--- config.mk ---
export PLATFORM = sky130hd
export DESIGN_NAME = hufd_seq_flat
export DESIGN_NICKNAME = d
export VERILOG_FILES = /design/src/rtl/hufd_pkg.sv /design/src/rtl/hufd_if.sv /design/src/rtl/hufd_seq.sv /design/src/flat_wrapper.sv
export SDC_FILE = /design/constraint.sdc
export NUM_CORES = 1
export LEC_CHECK = 0
export ABC_AREA = 1
export BUFFER_PORTS_ARGS = -buffer_cell sky130_fd_sc_hd__buf_4
export CAP_MARGIN = 20
export CORE_AREA = 2 2 110 112
export DETAILED_ROUTE_END_ITERATION = 6
export DIE_AREA = 0 0 112 114
export PLACE_DENSITY = 0.75
export SLEW_MARGIN = 20
export SYNTH_ARGS = -nofsm -noshare
export SYNTH_HDL_FRONTEND = slang
export SYNTH_SLANG_ARGS = --single-unit
--- constraint.sdc ---
create_clock -name clk -period 2.55 [get_ports clk]
set_input_delay 0.255 -clock clk [delete_from_list [all_inputs] [get_ports clk]]
set_output_delay 0.255 -clock clk [all_outputs]
set_load 0.01 [all_outputs]
--- src/rtl/hufd_pkg.sv ---
// ----------------------------------------------------------------------------
// hufd_pkg: shared types and constants of the Huffman table decoder
// Table size, code length limits, field widths, function codes and the
// request structs that pass between the sequencer and the code table.
// ----------------------------------------------------------------------------
package hufd_pkg;

  localparam int TABLE_ENTRIES = 256;
  localparam int MAX_CODE_LEN  = 24;

  localparam int BYTE_W   = 8;
  localparam int SYM_W    = 8;
  localparam int CODE_W   = 25;
  localparam int IDX_IN_W = 8;

  localparam int IDX_W   = (TABLE_ENTRIES > 1) ? $clog2(TABLE_ENTRIES) : 1;
  localparam int LEN_W   = $clog2(MAX_CODE_LEN + 1);
  localparam int MARK_W  = MAX_CODE_LEN + 1;
  localparam int CMP_W   = (MARK_W > CODE_W) ? MARK_W : CODE_W;
  localparam int RANGE_W = ((IDX_W > IDX_IN_W) ? IDX_W : IDX_IN_W) + 2;
  localparam int BIT_W   = $clog2(BYTE_W);

  localparam logic FUNC_WRITE  = 1'b0;
  localparam logic FUNC_DECODE = 1'b1;

  typedef struct packed {
    logic              en;
    logic [IDX_W-1:0]  addr;
    logic [CODE_W-1:0] code;
    logic [SYM_W-1:0]  symbol;
  } tbl_wr_t;

  typedef struct packed {
    logic              valid;
    logic [CODE_W-1:0] code;
    logic [SYM_W-1:0]  symbol;
  } tbl_rd_t;

endpackage

--- src/rtl/hufd_if.sv ---
// ----------------------------------------------------------------------------
// hufd_if: request and result channels of the Huffman table decoder
// Valid/ready channels; an item moves when valid and ready are both high.
// ----------------------------------------------------------------------------
interface hufd_in_if;
  import hufd_pkg::*;

  logic                 valid;
  logic                 ready;
  logic                 func;
  logic [IDX_IN_W-1:0]  entry_index;
  logic [CODE_W-1:0]    entry_code;
  logic [SYM_W-1:0]     entry_symbol;
  logic [BYTE_W-1:0]    data_byte;
  logic                 final_byte;

  modport source (
    output valid, func, entry_index, entry_code, entry_symbol, data_byte, final_byte,
    input  ready
  );

  modport sink (
    input  valid, func, entry_index, entry_code, entry_symbol, data_byte, final_byte,
    output ready
  );
endinterface

interface hufd_out_if;
  import hufd_pkg::*;

  logic             valid;
  logic             ready;
  logic [SYM_W-1:0] symbol;
  logic             code_error;
  logic             last_of_run;

  modport source (
    output valid, symbol, code_error, last_of_run,
    input  ready
  );

  modport sink (
    input  valid, symbol, code_error, last_of_run,
    output ready
  );
endinterface

--- src/rtl/hufd_seq.sv ---
// ----------------------------------------------------------------------------
// hufd_seq: bit sequencer and shared code comparator
// Appends one data bit at a time to the pending code, sweeps the table with
// a single comparator, and stages results so the last one of a byte is marked.
// ----------------------------------------------------------------------------
module hufd_seq (
  input  logic                        clk,
  input  logic                        rst,
  hufd_in_if.sink                     din,
  hufd_out_if.source                  dout,
  output hufd_pkg::tbl_wr_t           wr,
  output logic [hufd_pkg::IDX_W-1:0]  rd_addr,
  input  hufd_pkg::tbl_rd_t           rd
);
  import hufd_pkg::*;

  typedef enum logic [2:0] {
    S_IDLE,
    S_APPEND,
    S_SCAN,
    S_COMMIT,
    S_FLUSH
  } state_t;

  state_t                  state;
  logic [BYTE_W-1:0]       byte_q;
  logic                    fin_q;
  logic [BIT_W-1:0]        bit_cnt;
  logic [MAX_CODE_LEN-1:0] pending;
  logic [LEN_W-1:0]        len;
  logic [MARK_W-1:0]       probe;
  logic [IDX_W-1:0]        scan_idx;
  logic                    lag_valid;
  logic                    lag_last;
  logic                    res_valid;
  logic [SYM_W-1:0]        res_symbol;
  logic                    res_err;
  logic                    held_valid;
  logic [SYM_W-1:0]        held_symbol;
  logic                    held_err;
  logic                    out_valid;
  logic [SYM_W-1:0]        out_symbol;
  logic                    out_err;
  logic                    out_last;

  logic                    accept;
  logic                    in_range;
  logic                    out_free;
  logic                    out_load;
  logic                    cur_bit;
  logic [MARK_W-1:0]       onehot;
  logic [MAX_CODE_LEN-1:0] pending_next;
  logic [MARK_W-1:0]       probe_next;
  logic                    hit;
  logic                    scan_end;

  assign din.ready = (state == S_IDLE);
  assign accept    = din.valid && din.ready;
  assign in_range  = RANGE_W'(din.entry_index) < RANGE_W'(TABLE_ENTRIES);

  assign wr.en     = accept && (din.func == FUNC_WRITE) && in_range;
  assign wr.addr   = IDX_W'(din.entry_index);
  assign wr.code   = din.entry_code;
  assign wr.symbol = din.entry_symbol;

  assign rd_addr = scan_idx;

  assign out_free = !out_valid || dout.ready;
  assign out_load = out_free && held_valid &&
                    (((state == S_COMMIT) && res_valid) || (state == S_FLUSH));

  assign cur_bit      = byte_q[bit_cnt];
  assign onehot       = MARK_W'(1) << len;
  assign pending_next = pending | (cur_bit ? onehot[MAX_CODE_LEN-1:0] : '0);
  assign probe_next   = {1'b0, pending_next} | {onehot[MAX_CODE_LEN-1:0], 1'b0};

  assign hit      = lag_valid && rd.valid && (CMP_W'(rd.code) == CMP_W'(probe));
  assign scan_end = lag_valid && lag_last;

  assign dout.valid       = out_valid;
  assign dout.symbol      = out_symbol;
  assign dout.code_error  = out_err;
  assign dout.last_of_run = out_last;

  always_ff @(posedge clk) begin
    if (rst) begin
      state      <= S_IDLE;
      bit_cnt    <= '0;
      pending    <= '0;
      len        <= '0;
      scan_idx   <= '0;
      lag_valid  <= 1'b0;
      lag_last   <= 1'b0;
      res_valid  <= 1'b0;
      held_valid <= 1'b0;
      out_valid  <= 1'b0;
    end else begin
      if (out_load) begin
        out_valid <= 1'b1;
      end else if (dout.ready) begin
        out_valid <= 1'b0;
      end

      unique case (state)
        S_IDLE: begin
          if (accept && (din.func == FUNC_DECODE)) begin
            byte_q  <= din.data_byte;
            fin_q   <= din.final_byte;
            bit_cnt <= '0;
            state   <= S_APPEND;
          end
        end

        S_APPEND: begin
          pending   <= pending_next;
          len       <= len + LEN_W'(1);
          probe     <= probe_next;
          scan_idx  <= '0;
          lag_valid <= 1'b0;
          lag_last  <= 1'b0;
          state     <= S_SCAN;
        end

        S_SCAN: begin
          scan_idx  <= scan_idx + IDX_W'(1);
          lag_valid <= 1'b1;
          lag_last  <= (scan_idx == IDX_W'(TABLE_ENTRIES - 1));
          if (hit) begin
            res_valid  <= 1'b1;
            res_symbol <= rd.symbol;
            res_err    <= 1'b0;
            pending    <= '0;
            len        <= '0;
            state      <= S_COMMIT;
          end else if (scan_end) begin
            if (len == LEN_W'(MAX_CODE_LEN)) begin
              res_valid  <= 1'b1;
              res_symbol <= '0;
              res_err    <= 1'b1;
              pending    <= '0;
              len        <= '0;
            end else begin
              res_valid <= 1'b0;
            end
            state <= S_COMMIT;
          end
        end

        S_COMMIT: begin
          if (!(res_valid && held_valid && !out_free)) begin
            if (res_valid && held_valid) begin
              out_symbol <= held_symbol;
              out_err    <= held_err;
              out_last   <= 1'b0;
            end
            if (res_valid) begin
              held_valid  <= 1'b1;
              held_symbol <= res_symbol;
              held_err    <= res_err;
            end
            if (bit_cnt == BIT_W'(BYTE_W - 1)) begin
              state <= S_FLUSH;
            end else begin
              bit_cnt <= bit_cnt + BIT_W'(1);
              state   <= S_APPEND;
            end
          end
        end

        S_FLUSH: begin
          if (!(held_valid && !out_free)) begin
            if (held_valid) begin
              out_symbol <= held_symbol;
              out_err    <= held_err;
              out_last   <= 1'b1;
            end
            held_valid <= 1'b0;
            if (fin_q) begin
              pending <= '0;
              len     <= '0;
            end
            state <= S_IDLE;
          end
        end

        default: state <= S_IDLE;
      endcase
    end
  end

endmodule

--- src/flat_wrapper.sv ---
// flat-port wrapper written by rule: the top's interface ports become plain ports
module hufd_seq_flat import hufd_pkg::*;
  (clk, rst, wr, rd_addr, rd, din_valid, din_func, din_entry_index, din_entry_code, din_entry_symbol, din_data_byte, din_final_byte, din_ready, dout_valid, dout_symbol, dout_code_error, dout_last_of_run, dout_ready);
  hufd_in_if din_i ();
  hufd_out_if dout_i ();
  input  logic clk;
  input  logic rst;
  output hufd_pkg::tbl_wr_t wr;
  output logic [hufd_pkg::IDX_W-1:0] rd_addr;
  input  hufd_pkg::tbl_rd_t rd;
  input wire logic [$bits(din_i.valid)-1:0] din_valid;
  input wire logic [$bits(din_i.func)-1:0] din_func;
  input wire logic [$bits(din_i.entry_index)-1:0] din_entry_index;
  input wire logic [$bits(din_i.entry_code)-1:0] din_entry_code;
  input wire logic [$bits(din_i.entry_symbol)-1:0] din_entry_symbol;
  input wire logic [$bits(din_i.data_byte)-1:0] din_data_byte;
  input wire logic [$bits(din_i.final_byte)-1:0] din_final_byte;
  output wire logic [$bits(din_i.ready)-1:0] din_ready;
  output wire logic [$bits(dout_i.valid)-1:0] dout_valid;
  output wire logic [$bits(dout_i.symbol)-1:0] dout_symbol;
  output wire logic [$bits(dout_i.code_error)-1:0] dout_code_error;
  output wire logic [$bits(dout_i.last_of_run)-1:0] dout_last_of_run;
  input wire logic [$bits(dout_i.ready)-1:0] dout_ready;
  assign din_i.valid = din_valid;
  assign din_i.func = din_func;
  assign din_i.entry_index = din_entry_index;
  assign din_i.entry_code = din_entry_code;
  assign din_i.entry_symbol = din_entry_symbol;
  assign din_i.data_byte = din_data_byte;
  assign din_i.final_byte = din_final_byte;
  assign din_ready = din_i.ready;
  assign dout_valid = dout_i.valid;
  assign dout_symbol = dout_i.symbol;
  assign dout_code_error = dout_i.code_error;
  assign dout_last_of_run = dout_i.last_of_run;
  assign dout_i.ready = dout_ready;
  hufd_seq u_core (.clk(clk), .rst(rst), .din(din_i), .dout(dout_i), .wr(wr), .rd_addr(rd_addr), .rd(rd));
endmodule
Word-level counts from Yosys, hierarchy flattened
Cells that the tools add are included.
- add/sub/neg operators: 3
- $lt $le $gt $ge: 1
- equality and inequality tests: 18
- shift operators: 1
- mux-type cells: 58
- bitwise logic cells: 5
- reduce and logical (&&, ||, !) cells: 34
- operators by type and width (cell ; count):
    2-to-1 mux 24 bit ; 6
    case mux 24 bit (3 select lines) ; 1
    2-to-1 mux 8 bit ; 7
    case mux 8 bit (2 select lines) ; 2
    2-to-1 mux 3 bit ; 9
    == test 25 bit ; 1
    2-to-1 mux 5 bit ; 5
    bitwise OR 24 x 25 -> 25 bit ; 1
    bitwise OR 24 bit ; 1
    << shifter 1 x 5 -> 24 bit, first input constant ; 1
    AND reduction 4 bit ; 5
    2-to-1 mux 1 bit ; 19
    case mux 3 bit (5 select lines) ; 1
    case mux 5 bit (3 select lines) ; 1
    logical AND 1 bit ; 12
    nonzero test 2 bit ; 6
    inequality test 2 bit, second input constant ; 5
    case mux 1 bit (2 select lines) ; 5
    adder 8 x 1 -> 8 bit, second input constant ; 1
    == test 8 bit, second input constant ; 1
    == test 3 x 2 -> 1 bit, second input constant ; 2
    == test 3 bit, second input constant ; 2
    inequality test 2 x 1 -> 1 bit, second input constant ; 3
    inequality test 3 x 1 -> 1 bit, second input constant ; 2
    16 further kinds ; 21
- register bits after elaboration: 110
- bits of input ports: 89
- output and inout port bits: 62
- word-level logic and storage cells: 140

Logic depth before layout (Yosys ltp)
Gate-level depths: netlist of run 1.
- word-level depth: 6
- gate-level depth with buffers: 14
- depth with buffers taken out: 13

Least setup slack after synthesis of run 1
Ideal clock, no wire load.
- path kind: input port to flip-flop
- from: input rst
- to: register u_core.probe[0], enable pin
- setup time: 0.407 ns
- arrival time: 1.704 ns
- data required time: 2.143 ns
- slack: 0.439 ns
- stages: 3
- buffers on the path: 2
- cell sequence: clkbuf_1 clkbuf_1 nor2_1
- word-level cells in the longest chain between the ends: 2
- ends and longest elaborated chain (element ; RTL line ; text):
    from (decl) ; flat_wrapper.sv:7 ; input logic rst;
    inverter 1 bit (no source line) ; -- ;
    AND reduction 2 bit (no source line) ; -- ;
    to (signal assigned) ; hufd_seq.sv:117 ; probe <= probe_next;
    to (decl) ; hufd_seq.sv:31 ; logic [MARK_W-1:0] probe;
Every way passes these cells.
A chain may end at the register's enable or synchronous reset.

Worst setup path in the final report of run 1
- from: register u_core.len[3]
- to: register u_core.pending[7]
- word-level cells in the longest chain between the ends: 4
- elaborated cells between the ends (all ways): 7
- classes of those cells: eq/ne: 2; shift: 1; mux: 2; bitwise: 1; reduce/logical: 1
- ends and longest elaborated chain (element ; RTL line ; text):
    from (decl) ; hufd_seq.sv:30 ; logic [LEN_W-1:0] len;
    from (signal assigned) ; hufd_seq.sv:116 ; len <= len + LEN_W'(1);
    parallel branches: the longest is 4 deep, another holds == test 5 bit ; -- ;
    to (signal assigned) ; hufd_seq.sv:115 ; pending <= pending_next;
    to (decl) ; hufd_seq.sv:29 ; logic [MAX_CODE_LEN-1:0] pending;
Parallel ways; which one is timed is not known.

==> impl_summary.log, run 1 <==
[metrics] overall routed net length: 13050 um
[metrics] post-layout minimum cycle time: 2.196 ns
[metrics] Final Skew: 0.009820 ns
[metrics] Area Growth Syn to Fin: 10.08%
[metrics] number of nets in the final layout: 880
[metrics] worst hold start: din_data_byte[1]
[metrics] CTS buffer count: 9
[metrics] setup slack, reg-to-reg: 0.35 ns
[metrics] width of the chip: 112 um
[metrics] max-cap violation count: 0
[metrics] fraction of final layout cells with drive strength greater than 1: 0.1525
[metrics] worst-margin pin slew: 0.7101 ns
[metrics] headroom to the max-slew limit: 0.5248
[metrics] share of the synthesized area in the top cell type: 0.3111
[metrics] clock tree from TritonCTS: yes
[metrics] Setup Viol. Count Final: 0
[metrics] total inserted antenna cells: 0
[metrics] average wire length per cell after detail routing: 13.97 um
[metrics] Post-Synthesis Mean Instance Area: 7.906 um^2
[metrics] count of TritonRoute iterations in the first routing pass: 4
[metrics] cell row count: 40
[metrics] count of state elements after synthesis: 110
[metrics] RSZ-0062 raised after global routing: false
[metrics] most instantiated library cell after synthesis: nand2_1
[metrics] GRT Resource Usage Total: 0.2082
[metrics] number of cell instances on the worst register-to-register path: 8
[metrics] I/O Buffers: 68
[metrics] required time at the worst-slack endpoint: 2.83 ns
[metrics] flip-flop cell with the highest count after synthesis: edfxtp_1
[metrics] startpoint of the most critical setup path: u_core.len[3]
[metrics] IO Pins: 151
[metrics] hold violation count in the final report: 0
[metrics] CP max FO: 28
[metrics] Final period util: 0.8613
[metrics] type of element capturing the critical path: register
[metrics] fraction of registers with async set or reset after synthesis: 0
[metrics] starting density of the core: 0.5110
[metrics] leakage component of the power: 2.942 nW
[metrics] cell chosen for the clock root: clkbuf_16
[metrics] final worst hold slack: 0.07500 ns
[metrics] max-slew violation total from the final report: 0
[metrics] Setup Total Neg Slack: 0 ns
[metrics] antenna violations before repair: 0
[metrics] deepest clock path buffer count: 2
[metrics] buffers inserted during post-CTS setup optimization: 0
[metrics] latest clock arrival within the worst-skew pair: 0.35 ns
[metrics] Post-DP HPWL: 9908 um
[metrics] type of the worst setup path: reg -> reg
[metrics] largest cells by area after synthesis: edfxtp_1 (31%), dfxtp_1 (16%), nand2_1 (10%)
[metrics] dominant cell type by area after synthesis: edfxtp_1
[metrics] Worst R2R Start: u_core.len[3]
[metrics] pwr/cell area: 829.2 nW/um^2
[metrics] fmax: 455.3 MHz
[metrics] Filler Cell Count: 1086
[metrics] Max H-tree Level: 3
[metrics] result of the run: finished clean
[metrics] post-synthesis instance area: 5984 um^2
[metrics] final antenna-violating net count: 0
[metrics] DRC violation count after routing: 0
[metrics] Net Count, Synth: 855
[metrics] die area: 12770 um^2
[metrics] EDFF count, synth: 62
[metrics] wire length of the first global-routing pass: 21270 um
[metrics] count of vias placed by the detailed router: 4709
[metrics] clock transition at the registers of the reported paths: 0.08 ns
[metrics] Clock Sink Count: 110
[metrics] vias in the first global route: 4482
[metrics] core box area: 11710 um^2
[metrics] Synth top cells by count: nand2_1 (159), nor2_1 (141), inv_1 (92), edfxtp_1 (62), nand3_1 (49)
[metrics] gr ovfl total: 0
[metrics] maximum number of pins on one net before global-route repair: 37
[metrics] number of cells upsized or downsized after cts: 0
[metrics] kind of start point of the critical path: register
[metrics] Die Ht: 114 um
[metrics] number of distinct standard cells referenced by the synthesized netlist: 41
[metrics] Synthesis Warnings: 0
[metrics] VDD IR max: 440.9 uV
[metrics] Worst Hold Depth: 1
[metrics] routability congestion estimate: 0.8789
[metrics] number of DRC violations after detailed-routing iteration 0: 355
[metrics] Via-to-Cell Ratio: 5.042
[metrics] fraction of the yosys area taken by sequential cells: 0.4717
[metrics] cts-stage hold buffer count: 0
[metrics] data arrival time at the worst-slack endpoint: 2.48 ns
[metrics] worst min-delay path category: in -> reg
[metrics] Cells after Synth: 757
[report_power, final]
| group | switching (W) | internal [W] | leakage, nW |
|---|---|---|---|
| registers | 0.000150 | 0.00213 | 0.984 |
| clock network | 0.000673 | 0.000690 | 0.140 |
| logic | 0.00118 | 0.000644 | 1.82 |
[registers in the layout, summed over array words and instances (netlist names), 3 cells and up]
| signal | cells |
|---|---|
| u_core.res_symbol | 8 |
| u_core.bit_cnt | 3 |
| u_core.byte_q | 8 |
| u_core.dout.symbol | 8 |
| u_core.state | 3 |
| u_core.held_symbol | 8 |
| u_core.pending | 24 |
| u_core.rd_addr | 8 |
| u_core.len | 5 |
| u_core.probe | 25 |
[logic make-up (layout without fill, tap and decap cells)]
| logic type | after synthesis | in the layout | synth area share |
|---|---|---|---|
| buf+inv | 162 | 192 | 0.1361 |
| flops | 110 | 110 | 0.4717 |
| fa+ha+maj | 9 | 9 | 0.01882 |
| xor+xnor | 6 | 6 | 0.008781 |
| compound gates | 64 | 64 | 0.06795 |
| simple gates | 406 | 406 | 0.2967 |
[cells in the final DEF (no fill, tap or decap), types with 3 or more instances in the layout]
cell type and instances:
a21oi_1 13, a221oi_1 3, buf_4 75, clkbuf_16 9
clkinv_1 3, dfxtp_1 48, edfxtp_1 62, ha_1 9
inv_1 92, inv_2 5, inv_8 4, nand2_1 159
nand2_2 3, nand3_1 49, nand3b_1 3, nand4_1 6
nor2_1 140, nor2_8 3, nor3_1 14, o21ai_0 18
o21bai_1 20, or2_1 9, or2_2 11, xor2_1 5
[per-stage QoR]
stage	total power, W	std cells	utilization	area (um^2)	setup WS, ns
after global routing	0.005822	934	0.5625	6588	0.1831
final	0.005462	934	0.5625	6588	0.3537
after detailed placement	0.004123	918	0.5380	6301	0.4060
after CTS	0.005478	934	0.5625	6588	0.3923
after floorplan	0.003814	757	-	5984	0.4389
after global placement	0.004061	918	0.5380	6301	0.4276
[critical path, cell delays in order, from the launching register on]
cell and delay, ns:
dfxtp_1 0.64, inv_1 0.23, nor3_1 0.40, nor2_1 0.10, nand2_2 0.12, nand2_4 0.08, nor2_8 0.36, nor2_1 0.08
nor2_1 0.11
[metal layers]
layer | vias up | share of wire | track usage
met5 | - | 0 | 0
met4 | 0 | 0.023 | 0.08211
met3 | 41 | 0.060 | 0.03826
met2 | 139 | 0.48 | 0.3576
met1 | 2106 | 0.44 | 0.2626
li1 | 2423 | - | -
[layout make-up]
cell class	instances	area (um^2)	area share
clock buffer	10	229.0	0.03476
clock inverter	6	57.56	0.008737
inverter	101	381.6	0.05793
multi-input combinational	485	2350	0.3567
sequential	110	2823	0.4285
tap	147	183.9	0.02792
timing repair buffer	75	563.0	0.08547
[worst paths after layout]
path                            to
min reg2reg  u_core.held_symbol[1]
min               u_core.byte_q[1]
max              u_core.pending[7]
max reg2reg      u_core.pending[7]
(Power assumes the default switching activity.)
==> run 2, diff against run 1 <==
==> constraint.sdc (replaced) <==
create_clock -name clk -period 2.55 [get_ports clk]
set_input_delay 0.765 -clock clk [delete_from_list [all_inputs] [get_ports clk]]
set_output_delay 0.765 -clock clk [all_outputs]
set_load 0.01 [all_outputs]
==> run 2 against run 1 <==
  * Routed wire length up 3.7%
  * Count of clock-buffer cells in the layout unchanged
  * Clock skew up 0.00065 ns
  * Via count up 0.11%
  * Power up 0.11%
  * Setup slack worse by 0.079 ns
  * Clock power about the same
  * Register-to-register slack better by 0.06 ns
  * Largest cell class unchanged
  * Sequential share of layout area down 0.13 points
  * Non-clock buffer count up 2
==> impl_summary.log, run 2 (synthesized netlist as in run 1, its figures left out) <==
[metrics] count of TritonRoute iterations in the first routing pass: 5 (+1)
[metrics] cts-stage hold buffer count: 0 (unchanged)
[metrics] final antenna-violating net count: 0 (unchanged)
[metrics] most used cell, CP: nor2_1
[metrics] buffers inserted during post-CTS setup optimization: 0 (unchanged)
[metrics] hold violation count in the final report: 0 (unchanged)
[metrics] Clock Sink Count: 110 (unchanged)
[metrics] Final period util: 0.8921 (+0.03085)
[metrics] total power consumption of the routed design: 0.005468 W (+0.11%)
[metrics] cell chosen for the clock root: clkbuf_16
[metrics] CP max FO: 5 (-82%)
[metrics] antenna violations before repair: 0 (unchanged)
[metrics] GRT Resource Usage Total: 0.2161 (+0.007847)
[metrics] worst-margin pin slew: 0.8721 ns (+0.1619 ns)
[metrics] combinational share of power: 0.335 (+0.002)
[metrics] total inserted antenna cells: 0 (unchanged)
[metrics] width of the chip: 112 um (unchanged)
[metrics] gr ovfl total: 0 (unchanged)
[metrics] Die Ht: 114 um (unchanged)
[metrics] Area Growth Syn to Fin: 10.41%
[metrics] Post-DP HPWL: 10120 um (+2.2%)
[metrics] count of vias placed by the detailed router: 4714 (+0.11%)
[metrics] final critical-path setup slack: 0.2750 ns (-0.07867 ns)
[metrics] fraction of final layout cells with drive strength greater than 1: 0.1546 (+0.002148)
[metrics] RSZ-0062 raised after global routing: false
[metrics] Clk pwr share: 0.248 (-0.002)
[metrics] WP buf/inv: 2 (+1)
[metrics] headroom to the max-slew limit: 0.4165 (-0.1084)
[metrics] kind of start point of the critical path: register
[metrics] type of the worst setup path: reg -> out
[metrics] cell-by-cell listing of the critical path: nor2_1, inv_1, nor2_1, nand2_1, nor2_1, buf_4
[metrics] CTS buffer count: 9 (unchanged)
[metrics] clock transition at the registers of the reported paths: 0.08 ns (about the same)
[metrics] fmax: 439.6 MHz (-3.5%)
[metrics] average wire length per cell after detail routing: 14.46 um (+3.5%)
[metrics] type of element capturing the critical path: output pin
[metrics] number of DRC violations after detailed-routing iteration 0: 345 (-2.8%)
[metrics] clock tree from TritonCTS: yes
[metrics] leakage component of the power: 2.953 nW (+0.37%)
[metrics] Final Skew: 0.01047 ns (+0.0006462 ns)
[metrics] core box area: 11710 um^2 (unchanged)
[metrics] final worst hold slack: 0.4191 ns (+0.3441 ns)
[metrics] Setup Slack @ Placement: 0.1410 ns (-0.2650 ns)
[metrics] power share of the sequential group: 0.416 (about the same)
[metrics] deepest clock path buffer count: 2 (unchanged)
[metrics] overall routed net length: 13530 um (+3.7%)
[metrics] number of cells upsized or downsized after cts: 0 (unchanged)
[metrics] Filler Cell Count: 1079 (-0.64%)
[metrics] starting density of the core: 0.5110 (unchanged)
[metrics] Via-to-Cell Ratio: 5.036 (-0.11%)
[metrics] maximum number of pins on one net before global-route repair: 37 (unchanged)
[metrics] Setup Viol. Count Final: 0 (unchanged)
[metrics] VDD IR max: 353.5 uV (-20%)
[metrics] cell row count: 40 (unchanged)
[metrics] required time at the worst-slack endpoint: 1.79 ns (-1.04 ns)
[metrics] cell with the largest stage delay on the worst path: dfxtp_1
[metrics] I/O Buffers: 68 (unchanged)
[metrics] Top reg by flops: u_core.probe
[metrics] number of nets in the final layout: 882 (+0.23%)
[metrics] internal cell power: 0.003469 W (+0.21%)
[metrics] data arrival time at the worst-slack endpoint: 1.51 ns (-0.97 ns)
[metrics] Top Family by Delay on Critical Path: simple AND/OR/NAND/NOR gates
[metrics] most common cell after layout, fill and taps aside: nand2_1
[metrics] Max H-tree Level: 3 (unchanged)
[metrics] worst min-delay path category: reg -> reg
[metrics] vias in the first global route: 4439 (-0.96%)
[metrics] latest clock arrival within the worst-skew pair: 0.35 ns (about the same)
[metrics] largest registers: u_core.probe (25), u_core.pending (24)
[metrics] most frequent cells in the layout: nand2_1 (159), nor2_1 (140), inv_1 (92)
[metrics] max-slew violation total from the final report: 0 (unchanged)
[metrics] pwr/cell area: 827.5 nW/um^2 (-0.20%)
[metrics] wire length of the first global-routing pass: 22050 um (+3.7%)
[metrics] die area: 12770 um^2 (unchanged)
[metrics] DRC violation count after routing: 0 (unchanged)
[metrics] result of the run: finished clean
[metrics] longest individual stage delay on the worst path: 0.37 ns (-0.27 ns)
[metrics] routability congestion estimate: 0.9179 (+4.4%)
[metrics] IO Pins: 151 (unchanged)
[metrics] fraction of power spent switching nets: 0.3655 (-0.0006687)
[metrics] max-cap violation count: 0 (unchanged)
[metrics] switching component of the power: 0.001999 W (about the same)
[metrics] number of flip-flops in the largest register: 25 (unchanged)
[metrics] Setup Total Neg Slack: 0 ns (unchanged)
[metrics] post-layout minimum cycle time: 2.275 ns (+0.07867 ns)
run 2: cell count changes in the layout (fill, tap and decap cells not counted):
cell | previous run | this run
clkinvlp_4 | 1 | 0
inv_8 | 4 | 1
clkinv_4 | 0 | 2
clkinv_8 | 0 | 1
clkinv_2 | 1 | 0
buf_4 | 75 | 77
inv_6 | 0 | 2
run 2: path summary, 6_finish.rpt:
path                                           start               endpoint  slack (ns)  cells after the start
worst max-delay path                 u_core.state[0]                 wr[41]        0.28                      6
worst min-delay path            u_core.res_symbol[0]  u_core.held_symbol[0]        0.42                      0
worst max register to register         u_core.len[0]      u_core.pending[8]        0.41                     10
worst min register to register  u_core.res_symbol[0]  u_core.held_symbol[0]        0.42                      0
run 2: layer usage:
metal / routed length (um) / share of wire / global-route usage / up-vias
li1: - / - / - / 2419
met3: 772 / 0.057 / 0.03879 / 46
met5: 0 / 0 / 0 / -
met1: 5826 / 0.43 / 0.2806 / 2103
met2: 6214 / 0.46 / 0.3370 / 146
met4: 720 / 0.053 / 0.1358 / 0
run 2: layout make-up:
type                            count  area (um^2)  share of cell area
Timing Repair Buffer               77        578.1             0.08748
Multi-Input combinational cell    485         2350              0.3556
Clock inverter                      6        62.56            0.009468
Sequential cell                   110         2823              0.4272
Clock buffer                       10        229.0             0.03465
Tap cell                          147        183.9             0.02784
Inverter                          101        381.6             0.05775
run 2: stage by stage:
| step | area (um^2) | utilization | std cells |
|---|---|---|---|
| floorplan | 5987 | - | 757 |
| global placement | 6316 | 0.5393 | 920 |
| detailed placement | 6316 | 0.5393 | 920 |
| CTS | 6608 | 0.5642 | 936 |
| global route | 6608 | 0.5642 | 936 |
| finish | 6608 | 0.5642 | 936 |
run 2: power by group through the flow:
stage	clock (W)	sequential, W	combinational (W)
finish	0.00136	0.00228	0.00183
global route	0.00146	0.00230	0.00209
CTS	0.00139	0.00227	0.00184
detailed placement	0	0.00231	0.00183
global placement	0	0.00230	0.00178
floorplan	0	0.00227	0.00154
